--- config.mk ---
export PLATFORM = sky130hd
export DESIGN_NAME = led_profile_crossfade_engine
export DESIGN_NICKNAME = d
export VERILOG_FILES = /design/src/rtl/core/lpce_pkg.sv /design/src/rtl/core/lpce_div.sv /design/src/rtl/core/lpce_mul.sv /design/src/rtl/core/led_profile_crossfade_engine.sv
export SDC_FILE = /design/constraint.sdc
export NUM_CORES = 2
export LEC_CHECK = 0
export CORE_MARGIN = 10
export CORE_UTILIZATION = 55
export DETAILED_ROUTE_END_ITERATION = 12
export DONT_BUFFER_PORTS = 1
export GPL_ROUTABILITY_DRIVEN = 0
export GPL_TIMING_DRIVEN = 0
export PLACE_DENSITY = 0.74
export SLEW_MARGIN = 20
export SYNTH_ARGS = -nofsm -noshare
export SYNTH_HDL_FRONTEND = slang
export SYNTH_HIERARCHICAL = 1
export SYNTH_SLANG_ARGS = --single-unit
--- constraint.sdc ---
create_clock -name clk_i -period 11.2 [get_ports clk_i]
set_input_delay 1.12 -clock clk_i [delete_from_list [all_inputs] [get_ports clk_i]]
set_output_delay 1.12 -clock clk_i [all_outputs]
set_load 0.01 [all_outputs]
--- src/rtl/core/lpce_pkg.sv ---
// shared types, constants and profile functions of the led profile crossfade engine
`timescale 1ns / 1ps

package lpce_pkg;

  localparam int unsigned NUM_PROFILES = 6;
  localparam int unsigned TABLE_SIZE   = 6;

  // progress fraction and eased weight
  localparam int unsigned Q_BITS = 10;
  localparam int unsigned Q_ONE  = 1 << Q_BITS;
  localparam int unsigned E_W    = Q_BITS + 1;

  // divider and multiplier widths
  localparam int unsigned DEN_W = 16;
  localparam int unsigned MUL_W = 12;
  localparam int unsigned PRD_W = 2 * MUL_W;

  // light sleep: ceil(30 * x / 100) == (3 * x + 9) / 10, /10 by reciprocal
  localparam int unsigned DIM_MUL   = 3;
  localparam int unsigned DIM_ADD   = 9;
  localparam int unsigned DIM_RECIP = 205;
  localparam int unsigned DIM_SHIFT = 11;

  localparam logic [23:0] EMOTION_RESET = 24'hFFF1D6;

  typedef enum logic [1:0] {
    MODE_TICK,
    MODE_SET,
    MODE_FADE,
    MODE_SLEEP
  } mode_e;

  typedef enum logic [1:0] {
    CMD_OFF,
    CMD_SOLID,
    CMD_BREATH
  } cmd_e;

  typedef struct packed {
    logic [6:0]  lo;
    logic [6:0]  hi;
    logic [15:0] period;
    logic [23:0] color;
    logic        solid;
  } profile_t;

  typedef struct packed {
    cmd_e        cmd;
    logic [6:0]  lo;
    logic [6:0]  hi;
    logic [15:0] period;
    logic [23:0] color;
  } beat_t;

  localparam profile_t COLD_PROFILE = '{
    lo: 7'd10, hi: 7'd15, period: 16'd6000, color: 24'h4477AA, solid: 1'b0
  };

  function automatic logic idx_ok(logic [2:0] idx);
    return (32'(idx) < NUM_PROFILES) && (32'(idx) < TABLE_SIZE);
  endfunction

  function automatic profile_t pick_profile(logic [2:0] idx, logic [23:0] emo);
    profile_t p;
    p = '0;
    unique case (idx)
      3'd0: p = '{lo: 7'd0,  hi: 7'd0,  period: 16'd0,    color: 24'h000000, solid: 1'b1};
      3'd1: p = '{lo: 7'd5,  hi: 7'd15, period: 16'd4000, color: 24'hFFF1D6, solid: 1'b0};
      3'd2: p = '{lo: 7'd18, hi: 7'd22, period: 16'd4000, color: 24'hFFD27A, solid: 1'b0};
      3'd3: p = '{lo: 7'd35, hi: 7'd50, period: 16'd700,  color: 24'hFF8A35, solid: 1'b0};
      3'd4: p = '{lo: 7'd70, hi: 7'd70, period: 16'd0,    color: emo,        solid: 1'b1};
      3'd5: p = '{lo: 7'd5,  hi: 7'd10, period: 16'd6000, color: 24'h69849E, solid: 1'b0};
      default: p = '0;
    endcase
    return p;
  endfunction

  function automatic logic [6:0] dim_level(logic [6:0] lvl);
    logic [8:0]  y;
    logic [16:0] prod;
    y    = 9'(DIM_MUL) * {2'b00, lvl} + 9'(DIM_ADD);
    prod = {8'd0, y} * 17'(DIM_RECIP);
    return 7'(prod >> DIM_SHIFT);
  endfunction

  function automatic beat_t shape(profile_t p, logic dim, logic deep);
    profile_t s;
    beat_t    b;
    s = p;
    if (dim) begin
      if (deep) begin
        s = COLD_PROFILE;
      end else begin
        s.lo = dim_level(p.lo);
        s.hi = dim_level(p.hi);
      end
    end
    b = '0;
    if (s.hi != '0) begin
      if (s.solid) begin
        b.cmd   = CMD_SOLID;
        b.hi    = s.hi;
        b.color = s.color;
      end else begin
        b.cmd    = CMD_BREATH;
        b.lo     = s.lo;
        b.hi     = s.hi;
        b.period = s.period;
        b.color  = s.color;
      end
    end
    return b;
  endfunction

endpackage

--- src/rtl/core/lpce_div.sv ---
// serial restoring divider, one quotient bit per cycle, for fade progress
`timescale 1ns / 1ps

module lpce_div (
  input  logic                         clk_i,
  input  logic                         rst_ni,
  input  logic                         start_i,
  input  logic [lpce_pkg::DEN_W-1:0]   dividend_i,
  input  logic [lpce_pkg::DEN_W-1:0]   divisor_i,
  output logic                         done_o,
  output logic [lpce_pkg::Q_BITS-1:0]  quot_o
);

  localparam int unsigned CntW = $clog2(lpce_pkg::Q_BITS);

  logic [lpce_pkg::DEN_W-1:0]  rem_q;
  logic [lpce_pkg::Q_BITS-1:0] quot_q;
  logic [CntW-1:0]             cnt_q;
  logic                        run_q;
  logic                        done_q;
  logic [lpce_pkg::DEN_W:0]    shifted;
  logic [lpce_pkg::DEN_W:0]    trial;
  logic                        fits;

  assign shifted = {rem_q, 1'b0};
  assign trial   = shifted - {1'b0, divisor_i};
  assign fits    = shifted >= {1'b0, divisor_i};

  always_ff @(posedge clk_i or negedge rst_ni) begin
    if (!rst_ni) begin
      rem_q  <= '0;
      quot_q <= '0;
      cnt_q  <= '0;
      run_q  <= 1'b0;
      done_q <= 1'b0;
    end else begin
      done_q <= 1'b0;
      if (start_i) begin
        rem_q  <= dividend_i;
        quot_q <= '0;
        cnt_q  <= '0;
        run_q  <= 1'b1;
      end else if (run_q) begin
        rem_q  <= fits ? trial[lpce_pkg::DEN_W-1:0] : shifted[lpce_pkg::DEN_W-1:0];
        quot_q <= {quot_q[lpce_pkg::Q_BITS-2:0], fits};
        cnt_q  <= cnt_q + CntW'(1);
        if (cnt_q == CntW'(lpce_pkg::Q_BITS - 1)) begin
          run_q  <= 1'b0;
          done_q <= 1'b1;
        end
      end
    end
  end

  assign done_o = done_q;
  assign quot_o = quot_q;

endmodule

--- src/rtl/core/lpce_mul.sv ---
// shared signed multiplier with registered product
`timescale 1ns / 1ps

module lpce_mul (
  input  logic                               clk_i,
  input  logic signed [lpce_pkg::MUL_W-1:0]  a_i,
  input  logic signed [lpce_pkg::MUL_W-1:0]  b_i,
  output logic signed [lpce_pkg::PRD_W-1:0]  prod_o
);

  logic signed [lpce_pkg::PRD_W-1:0] prod_q;

  always_ff @(posedge clk_i) begin
    prod_q <= a_i * b_i;
  end

  assign prod_o = prod_q;

endmodule

--- src/rtl/core/led_profile_crossfade_engine.sv ---
// led profile crossfade engine top level: sequencer, profile state and output register
// a fade tick that has not ended passes through the divider, the ease square, five blend
//   passes through the one multiplier and the output register before its beat
// an ending tick skips the divider and gives two beats, the blended frame then the target
// the input stalls until the sequencer is back in idle; fade starts and ticks with no fade
//   do not leave idle, and a stalled output beat holds the sequencer in its emit step
// reset: async active low, all profiles zero, no fade, no sleep, colour 0xFFF1D6
`timescale 1ns / 1ps

module led_profile_crossfade_engine (
  input  logic        clk_i,
  input  logic        rst_ni,
  input  logic        cfg_we_i,
  input  logic [23:0] cfg_wdata_i,
  input  logic        in_valid_i,
  output logic        in_stall_o,
  input  logic [1:0]  mode_i,
  input  logic [31:0] now_ms_i,
  input  logic [2:0]  state_index_i,
  input  logic [15:0] duration_ms_i,
  input  logic        sleeping_i,
  input  logic        deep_sleep_i,
  output logic        out_valid_o,
  input  logic        out_stall_i,
  output logic [1:0]  drive_command_o,
  output logic [6:0]  low_level_o,
  output logic [6:0]  high_level_o,
  output logic [15:0] breath_period_ms_o,
  output logic [23:0] rgb_color_o,
  output logic        in_transition_o,
  output logic        last_of_run_o
);

  typedef enum logic [2:0] {
    S_IDLE,
    S_DIV,
    S_EASE,
    S_BLEND,
    S_ACC,
    S_EMIT_FRAME,
    S_EMIT_TGT,
    S_EMIT_CUR
  } state_e;

  typedef enum logic [2:0] {
    CH_LO,
    CH_HI,
    CH_R,
    CH_G,
    CH_B
  } chan_e;

  localparam int unsigned EW = lpce_pkg::E_W;
  localparam int unsigned MW = lpce_pkg::MUL_W;
  localparam int unsigned PW = lpce_pkg::PRD_W;
  localparam int unsigned QB = lpce_pkg::Q_BITS;

  state_e              state_q;
  chan_e               chan_q;
  chan_e               chan_nxt;
  lpce_pkg::profile_t  current_q;
  lpce_pkg::profile_t  source_q;
  lpce_pkg::profile_t  target_q;
  logic [31:0]         start_q;
  logic [15:0]         len_q;
  logic                fading_q;
  logic                dim_q;
  logic                deep_q;
  logic [23:0]         emo_q;
  logic                done_q;
  logic [EW-1:0]       e_q;
  logic [6:0]          frame_lo_q;
  logic [6:0]          frame_hi_q;
  logic [23:0]         frame_color_q;
  lpce_pkg::beat_t     out_beat_q;
  logic                out_trans_q;
  logic                out_last_q;
  logic                out_valid_q;

  logic                accept;
  logic                slot_free;
  logic                out_load;
  logic [31:0]         elapsed;
  logic                done_c;
  logic                div_start;
  logic                div_done;
  logic [QB-1:0]       div_quot;
  logic [EW-1:0]       d_c;
  logic [7:0]          from8;
  logic [7:0]          to8;
  logic signed [8:0]   diff;
  logic signed [MW-1:0] mul_a;
  logic signed [MW-1:0] mul_b;
  logic signed [PW-1:0] prod;
  logic signed [PW-1:0] quot_t;
  logic [7:0]          res8;
  lpce_pkg::profile_t  pick;
  lpce_pkg::profile_t  frame_p;

  assign accept    = in_valid_i && (state_q == S_IDLE);
  assign slot_free = !out_valid_q || !out_stall_i;
  assign out_load  = slot_free && ((state_q == S_EMIT_FRAME) || (state_q == S_EMIT_TGT)
                                   || (state_q == S_EMIT_CUR));
  assign elapsed   = now_ms_i - start_q;
  assign done_c    = elapsed >= {16'd0, len_q};
  assign div_start = accept && (lpce_pkg::mode_e'(mode_i) == lpce_pkg::MODE_TICK)
                     && fading_q && !done_c;
  assign pick      = lpce_pkg::pick_profile(state_index_i, emo_q);
  assign d_c       = EW'(lpce_pkg::Q_ONE) - {1'b0, div_quot};

  assign frame_p = '{lo: frame_lo_q, hi: frame_hi_q, period: target_q.period,
                     color: frame_color_q, solid: 1'b1};

  lpce_div u_div (
    .clk_i      (clk_i),
    .rst_ni     (rst_ni),
    .start_i    (div_start),
    .dividend_i (elapsed[15:0]),
    .divisor_i  (len_q),
    .done_o     (div_done),
    .quot_o     (div_quot)
  );

  lpce_mul u_mul (
    .clk_i  (clk_i),
    .a_i    (mul_a),
    .b_i    (mul_b),
    .prod_o (prod)
  );

  // channel operands
  always_comb begin
    from8    = '0;
    to8      = '0;
    chan_nxt = CH_LO;
    unique case (chan_q)
      CH_LO: begin
        from8    = {1'b0, source_q.lo};
        to8      = {1'b0, target_q.lo};
        chan_nxt = CH_HI;
      end
      CH_HI: begin
        from8    = {1'b0, source_q.hi};
        to8      = {1'b0, target_q.hi};
        chan_nxt = CH_R;
      end
      CH_R: begin
        from8    = source_q.color[23:16];
        to8      = target_q.color[23:16];
        chan_nxt = CH_G;
      end
      CH_G: begin
        from8    = source_q.color[15:8];
        to8      = target_q.color[15:8];
        chan_nxt = CH_B;
      end
      CH_B: begin
        from8    = source_q.color[7:0];
        to8      = target_q.color[7:0];
        chan_nxt = CH_LO;
      end
      default: begin
        from8    = '0;
        to8      = '0;
        chan_nxt = CH_LO;
      end
    endcase
  end

  assign diff = $signed({1'b0, to8}) - $signed({1'b0, from8});

  // multiplier operands: ease square while the divider finishes, else blend
  always_comb begin
    if (state_q == S_DIV) begin
      mul_a = {1'b0, d_c};
      mul_b = {1'b0, d_c};
    end else begin
      mul_a = {{(MW-9){diff[8]}}, diff};
      mul_b = {1'b0, e_q};
    end
  end

  // divide by one q unit, truncated toward zero
  assign quot_t = prod[PW-1] ? ((prod + PW'(lpce_pkg::Q_ONE - 1)) >>> QB) : (prod >>> QB);
  assign res8   = from8 + quot_t[7:0];

  always_ff @(posedge clk_i or negedge rst_ni) begin
    if (!rst_ni) begin
      state_q       <= S_IDLE;
      chan_q        <= CH_LO;
      current_q     <= '0;
      source_q      <= '0;
      target_q      <= '0;
      start_q       <= '0;
      len_q         <= '0;
      fading_q      <= 1'b0;
      dim_q         <= 1'b0;
      deep_q        <= 1'b0;
      emo_q         <= lpce_pkg::EMOTION_RESET;
      done_q        <= 1'b0;
      e_q           <= '0;
      frame_lo_q    <= '0;
      frame_hi_q    <= '0;
      frame_color_q <= '0;
      out_beat_q    <= '0;
      out_trans_q   <= 1'b0;
      out_last_q    <= 1'b0;
      out_valid_q   <= 1'b0;
    end else begin
      if (cfg_we_i) begin
        emo_q <= cfg_wdata_i;
      end
      if (out_load) begin
        out_valid_q <= 1'b1;
      end else if (out_valid_q && !out_stall_i) begin
        out_valid_q <= 1'b0;
      end
      unique case (state_q)
        S_IDLE: begin
          if (in_valid_i) begin
            unique case (lpce_pkg::mode_e'(mode_i))
              lpce_pkg::MODE_TICK: begin
                if (fading_q) begin
                  done_q <= done_c;
                  if (done_c) begin
                    e_q     <= EW'(lpce_pkg::Q_ONE);
                    chan_q  <= CH_LO;
                    state_q <= S_BLEND;
                  end else begin
                    state_q <= S_DIV;
                  end
                end
              end
              lpce_pkg::MODE_SET: begin
                if (lpce_pkg::idx_ok(state_index_i)) begin
                  current_q <= pick;
                  fading_q  <= 1'b0;
                  state_q   <= S_EMIT_CUR;
                end
              end
              lpce_pkg::MODE_FADE: begin
                if (lpce_pkg::idx_ok(state_index_i)) begin
                  source_q <= current_q;
                  target_q <= pick;
                  start_q  <= now_ms_i;
                  len_q    <= (duration_ms_i == '0) ? 16'd1 : duration_ms_i;
                  fading_q <= 1'b1;
                end
              end
              lpce_pkg::MODE_SLEEP: begin
                dim_q   <= sleeping_i;
                deep_q  <= deep_sleep_i;
                state_q <= S_EMIT_CUR;
              end
            endcase
          end
        end
        S_DIV: begin
          if (div_done) begin
            state_q <= S_EASE;
          end
        end
        S_EASE: begin
          e_q     <= EW'(lpce_pkg::Q_ONE) - prod[2*QB:QB];
          chan_q  <= CH_LO;
          state_q <= S_BLEND;
        end
        S_BLEND: begin
          state_q <= S_ACC;
        end
        S_ACC: begin
          unique case (chan_q)
            CH_LO:   frame_lo_q            <= res8[6:0];
            CH_HI:   frame_hi_q            <= res8[6:0];
            CH_R:    frame_color_q[23:16]  <= res8;
            CH_G:    frame_color_q[15:8]   <= res8;
            CH_B:    frame_color_q[7:0]    <= res8;
            default: frame_lo_q            <= frame_lo_q;
          endcase
          chan_q <= chan_nxt;
          if (chan_q == CH_B) begin
            state_q <= S_EMIT_FRAME;
          end else begin
            state_q <= S_BLEND;
          end
        end
        S_EMIT_FRAME: begin
          if (slot_free) begin
            out_beat_q  <= lpce_pkg::shape(frame_p, dim_q, deep_q);
            out_trans_q <= !done_q;
            out_last_q  <= !done_q;
            state_q     <= done_q ? S_EMIT_TGT : S_IDLE;
          end
        end
        S_EMIT_TGT: begin
          if (slot_free) begin
            out_beat_q  <= lpce_pkg::shape(target_q, dim_q, deep_q);
            out_trans_q <= 1'b0;
            out_last_q  <= 1'b1;
            current_q   <= target_q;
            fading_q    <= 1'b0;
            state_q     <= S_IDLE;
          end
        end
        S_EMIT_CUR: begin
          if (slot_free) begin
            out_beat_q  <= lpce_pkg::shape(current_q, dim_q, deep_q);
            out_trans_q <= fading_q;
            out_last_q  <= 1'b1;
            state_q     <= S_IDLE;
          end
        end
      endcase
    end
  end

  assign in_stall_o         = (state_q != S_IDLE);
  assign out_valid_o        = out_valid_q;
  assign drive_command_o    = out_beat_q.cmd;
  assign low_level_o        = out_beat_q.lo;
  assign high_level_o       = out_beat_q.hi;
  assign breath_period_ms_o = out_beat_q.period;
  assign rgb_color_o        = out_beat_q.color;
  assign in_transition_o    = out_trans_q;
  assign last_of_run_o      = out_last_q;

endmodule

# --- After elaboration in Yosys (flattened, before gate mapping) ---
# Cells that the tools add are included.
op_classes:
  addsub: 14
  n_mul: 13
  n_lt_le_gt_ge: 3
  eq_ne: 36
  muxes: 91
  n_reduce_logical: 45
ops:
  columns: ["cell", "n"]
  rows:
  - ["55-bit two-way mux", 13]
  - ["56-bit two-way mux", 6]
  - ["55-bit one-hot mux with 6 select lines", 1]
  - ["56-bit one-hot mux with 3 select lines", 1]
  - ["41-bit two-way mux", 3]
  - ["16-bit two-way mux", 7]
  - ["55-bit one-hot mux with 2 select lines", 1]
  - ["9-bit by 8-bit multiplier with 17-bit output, second input constant", 6]
  - ["8-bit one-hot mux with 5 select lines", 2]
  - ["11-bit two-way mux", 5]
  - ["9-bit by 4-bit adder with 9-bit output, second input constant", 6]
  - ["2-bit by 7-bit multiplier with 9-bit output, first input constant", 6]
  - ["13-bit two-way mux", 3]
  - ["3-bit two-way mux", 12]
  - ["32-bit by 16-bit >= comparator with 1-bit output", 1]
  - ["32-bit subtractor", 1]
  - ["12-bit by 12-bit multiplier with 24-bit output", 1]
  - ["11-bit one-hot mux with 2 select lines", 1]
  - ["3-bit equality test, second input constant", 7]
  - ["7-bit two-way mux", 3]
  - ["3-bit one-hot mux with 7 select lines", 1]
  - ["7-bit nonzero test", 3]
  - ["10-bit two-way mux", 2]
  - ["18-bit by 10-bit adder with 18-bit output, second input constant", 1]
  - ["42 further kinds", 109]
word_totals:
  regBits: 394
  inputBits: 84
  out_inout_bits: 60
  word_cells: 244

# --- Logic depth before layout (Yosys ltp) ---
logic_depth:
  ltp_word: 11
  depth_mapped: 37
  depth_no_buf: 33

# --- Hierarchy ---
# The synthesis kept the hierarchy.
modules_own_cells:
  columns: ["mod", "n_inst", "cells_each", "area_per_inst_um2", "seq_area_each_um2"]
  rows:
  - ["led_profile_crossfade_engine", 1, 2676, 24852.6, 7354.6]
  - ["lpce_mul", 1, 640, 5940.7, 480.5]
  - ["lpce_div", 1, 289, 2461.1, 800.8]

# --- Worst setup path after synthesis ---
# Ideal clock, no wire load.
synth_timing:
  path_kind: "register to register"
  from: "reg chan_q[1]"
  to: "reg u_mul.prod_q, in the netlist u_mul/prod_o[23]"
  setup_ps: 72
  t_arrival_ps: 7892
  t_required_ps: 11128
  path_slack_ps: 3236
  stages_incl_launch_ff: 36
  n_path_buf: 4
  period_less_slack_ps: 7964
  cell_sequence: "dfrtp_1 clkbuf_1 buf_1 buf_1 mux2i_1 o22ai_1 ha_1 inv_1 fa_1 a21o_1 a21o_1 a21o_1 a21oi_1 nor2b_1 o21ai_0 nand2_1 inv_1 clkbuf_1 nand2_1 inv_1 fa_1 inv_1 fa_1 fa_1 inv_1 fa_1 inv_1 fa_1 inv_1 ha_1 and3_2 a221o_1 a311oi_2 a22oi_2 a31oi_1 xnor2_1"
synth_between:
  elab_chain_len: 5
  elab_cells_between_ends: 10
  cone_classes: "add/sub: 1; mul: 1; eq/ne: 4; mux: 3; reduce/logical: 1"
synth_lines:
  columns: ["element", "line", "rtl"]
  rows:
  - ["start: declaration", "led_profile_crossfade_engine.sv:59", "chan_e chan_q;"]
  - ["start signal: assignment", "led_profile_crossfade_engine.sv:280", "chan_q <= chan_nxt;"]
  - ["3-bit equality test, or another cell as far along", "led_profile_crossfade_engine.sv:136", "unique case (chan_q)"]
  - ["8-bit one-hot mux with 5 select lines", "led_profile_crossfade_engine.sv:136", null]
  - ["8-bit by 8-bit subtractor with 9-bit output *", "led_profile_crossfade_engine.sv:170", "assign diff = $signed({1'b0, to8}) - $signed({1'b0, from8});"]
  - ["12-bit two-way mux *", "led_profile_crossfade_engine.sv:174", "if (state_q == S_DIV) begin"]
  - ["named net mul_a[11]", "led_profile_crossfade_engine.sv:92", "logic signed [MW-1:0] mul_a;"]
  - ["12-bit by 12-bit multiplier with 24-bit output *", "lpce_mul.sv:14", "prod_q <= a_i * b_i;"]
  - ["end signal: assignment", "lpce_mul.sv:14", null]
  - ["end: declaration", "lpce_mul.sv:11", "logic signed [lpce_pkg::PRD_W-1:0] prod_q;"]
# The timed path passes the listed nets; every way through them passes the cells marked *.
# A chain may end at the register's enable or synchronous reset.

# --- Worst setup path in the final report ---
# Same ends and word-level chain as after synthesis.

==> out/results.tsv <==
stage	metric	value	unit
outcome	status	finished, final reports clean	
routing	vias	26400	
clock_network	post-cts repair resize count	0	
timing	final worst path period share	85.8	%
routing	Vias/cell	5.93	
hold_path	hold crit path type	in -> async	
floorplanning	Ports	144	
floorplanning	# rows	89	
worst_setup_path	most used cell, CP	fa_1	
clock_network	worst-case clock buffer depth	3	
synthesis	Yosys Warn Count	6	
final_layout	share of layout cells above drive strength 1	7.69	%
clock_network	CTS clk-pin slew, worst paths	0.06	ns
global_route	grt total ovfl	0	
timing	Slew headroom	32.6	%
floorplanning	core area	0.0594	mm2
timing	Worst Skew	0.0433	ns
clock_network	clock tree sinks	347	
worst_setup_path	CP Capture Type	flip-flop	
final_layout	Layout Cells excl Fill	4455	
timing	Max Fclk	104	MHz
timing	RSZ-0062 raised after global routing	no	
clock_network	CTS H-tree lvls	2	
routing	Detail Route Antenna Nets	0	
worst_setup_path	Crit path largest cell delay	0.60	ns
floorplanning	initial core utilization	55.9	%
floorplanning	Die ar.	0.0705	mm2
floorplanning	Chip Height	266	um
worst_setup_path	combined buffer and inverter count along the critical path	8	
timing	Final Critical Period	9.60	ns
final_layout	# nets final	4365	
global_route	gr usage total	25.3	%
worst_setup_path	CP max stage cell	buf_1	
routing	DRC errors left	0	
placed_design	HPWL after DPL	71700	um
timing	Slew @ Worst Pin	1.00	ns
routing	drt pass-1 iters	7	
routing	DR iter-0 viols	2416	
worst_setup_path	crit path max fanout	10	
timing	Max Slew Vio Count	0	
worst_setup_path	crit-path leading delay family	adder cells	
routing	Total Wirelength	89900	um
final_layout	final core occ	60.0	%
run	maxcap violations	0	
final_layout	Layout fillers	5117	
synthesis	syn_area_per_cell	9.22	um2
final_layout	Layout area overhead	7.38	%
worst_setup_path	Critical Path Source Type	flip-flop	
global_route	initial antenna violation count	4	
clock_network	Clock Latency Late Sink	0.61	ns
floorplanning	die width	266	um
placed_design	port buffer count	0	
timing	endpoints failing setup	0	
clock_network	CTS Root Cell	clkbuf_16	
routing	wire per inst	20.2	um
timing	Setup Total Neg Slack	0	ns
timing	Final Hold Vio Count	0	
global_route	global-route wire length before repair	142000	um
global_route	largest net degree at the start of global routing	326	
worst_setup_path	crit path kind	reg -> reg	
clock_network	post-CTS setup buffers	0	
clock_network	CTS Buf Count	42	
global_route	vias in the first global route	26300	
worst_setup_path	CP required	11.64	ns
synthesis	Syn Inst Count	3595	
synthesis	Mapped Area	0.0332	mm2
worst_setup_path	WP data arrival	10.04	ns
clock_network	CTS tree	built	
clock_network	hold-fix buffers at CTS	0	
placed_design	placed insts	4376	
## stage by stage
stage / setup slack, ns / area [um2] / hold WS (ns)
after floorplan: 3.25 / 33200 / 0.446
after global placement: 1.81 / 34200 / 0.463
after detailed placement: 1.74 / 34200 / 0.465
after CTS: 1.70 / 35600 / 0.217
after global routing: 1.03 / 35600 / 0.211
final: 1.60 / 35600 / 0.233
## state kept, by name, indices dropped and copies added, names as in the netlist, 4 cells and up
register	cells
breath_period_ms_o	7
current_q	42
e_q	11
emo_q	24
frame_color_q	24
frame_hi_q	7
frame_p	6
high_level_o	7
len_q	16
low_level_o	7
rgb_color_o	24
source_q	35
start_q	32
target_q	36
u_div/cnt_q	4
u_div/quot_o	10
u_div/rem_q	16
u_mul/prod_o	22
## layer usage
metal	track usage (%)	wire length, um	vias to the layer above	part of all wire [%]
li1	-	-	12400	-
met1	30.8	35600	12800	40
met2	42.1	42100	950	47
met3	6.48	8080	240	9.0
met4	10.2	4020	6	4.5
met5	1.11	134	-	0.15
## cells in the final DEF, fill, tap and decap left out, types with 12 or more instances in the layout
master / count
a221o_1: 18
o31ai_1: 12
and2_1: 66
a221oi_1: 19
xor2_1: 63
a211oi_1: 25
a21oi_1: 190
mux2i_1: 58
ha_1: 420
nor3b_1: 12
nor4_1: 13
nand2_1: 342
clkbuf_1: 135
xnor2_1: 90
dfstp_2: 18
nand2b_1: 31
dfxtp_1: 22
nor2_1: 188
a31oi_1: 37
a32o_1: 15
clkbuf_16: 42
nand3_1: 36
inv_1: 485
fa_1: 214
o211ai_1: 24
nand4_1: 20
nor2b_1: 24
o21a_1: 28
nor3_1: 41
a21o_1: 69
o22ai_1: 19
mux2_2: 137
buf_1: 14
and3_1: 18
o21ai_0: 187
o21bai_1: 13
dfrtp_1: 307
## cell type report
class / instances / area, um2 / area share, %
multi-input combinational: 2608 / 22100 / 62.1
tap: 773 / 967 / 2.72
clock inverter: 19 / 259 / 0.727
sequential: 347 / 8600 / 24.1
antenna: 2 / 5.00 / 0.0141
buffer: 161 / 672 / 1.89
clock buffer: 58 / 1180 / 3.32
inverter: 487 / 1830 / 5.13
## worst paths after layout
| kind | from | end | slack, ns | cells after the start |
|---|---|---|---|---|
| min in group clk_i | frame_color_q[11]$_DFFE_PN0P_ | frame_color_q[11]$_DFFE_PN0P_ | 0.48 | 2 |
| min reg2reg | frame_color_q[11]$_DFFE_PN0P_ | frame_color_q[11]$_DFFE_PN0P_ | 0.48 | 2 |
| max reg2reg | chan_q[1]$_DFFE_PN0P_ | u_mul/prod_o[23]$_DFF_P_ | 1.60 | 31 |
| min | rst_ni | u_div/rem_q[5]$_DFFE_PN0P_ | 0.23 | 0 |
| max | chan_q[1]$_DFFE_PN0P_ | u_mul/prod_o[23]$_DFF_P_ | 1.60 | 31 |
| max in group asynchronous | rst_ni | current_q[32]$_DFFE_PN0P_ | 10.33 | 0 |
Power is not shown: default switching activity piles up to over one toggle a cycle in this logic, so the estimate is an artifact.
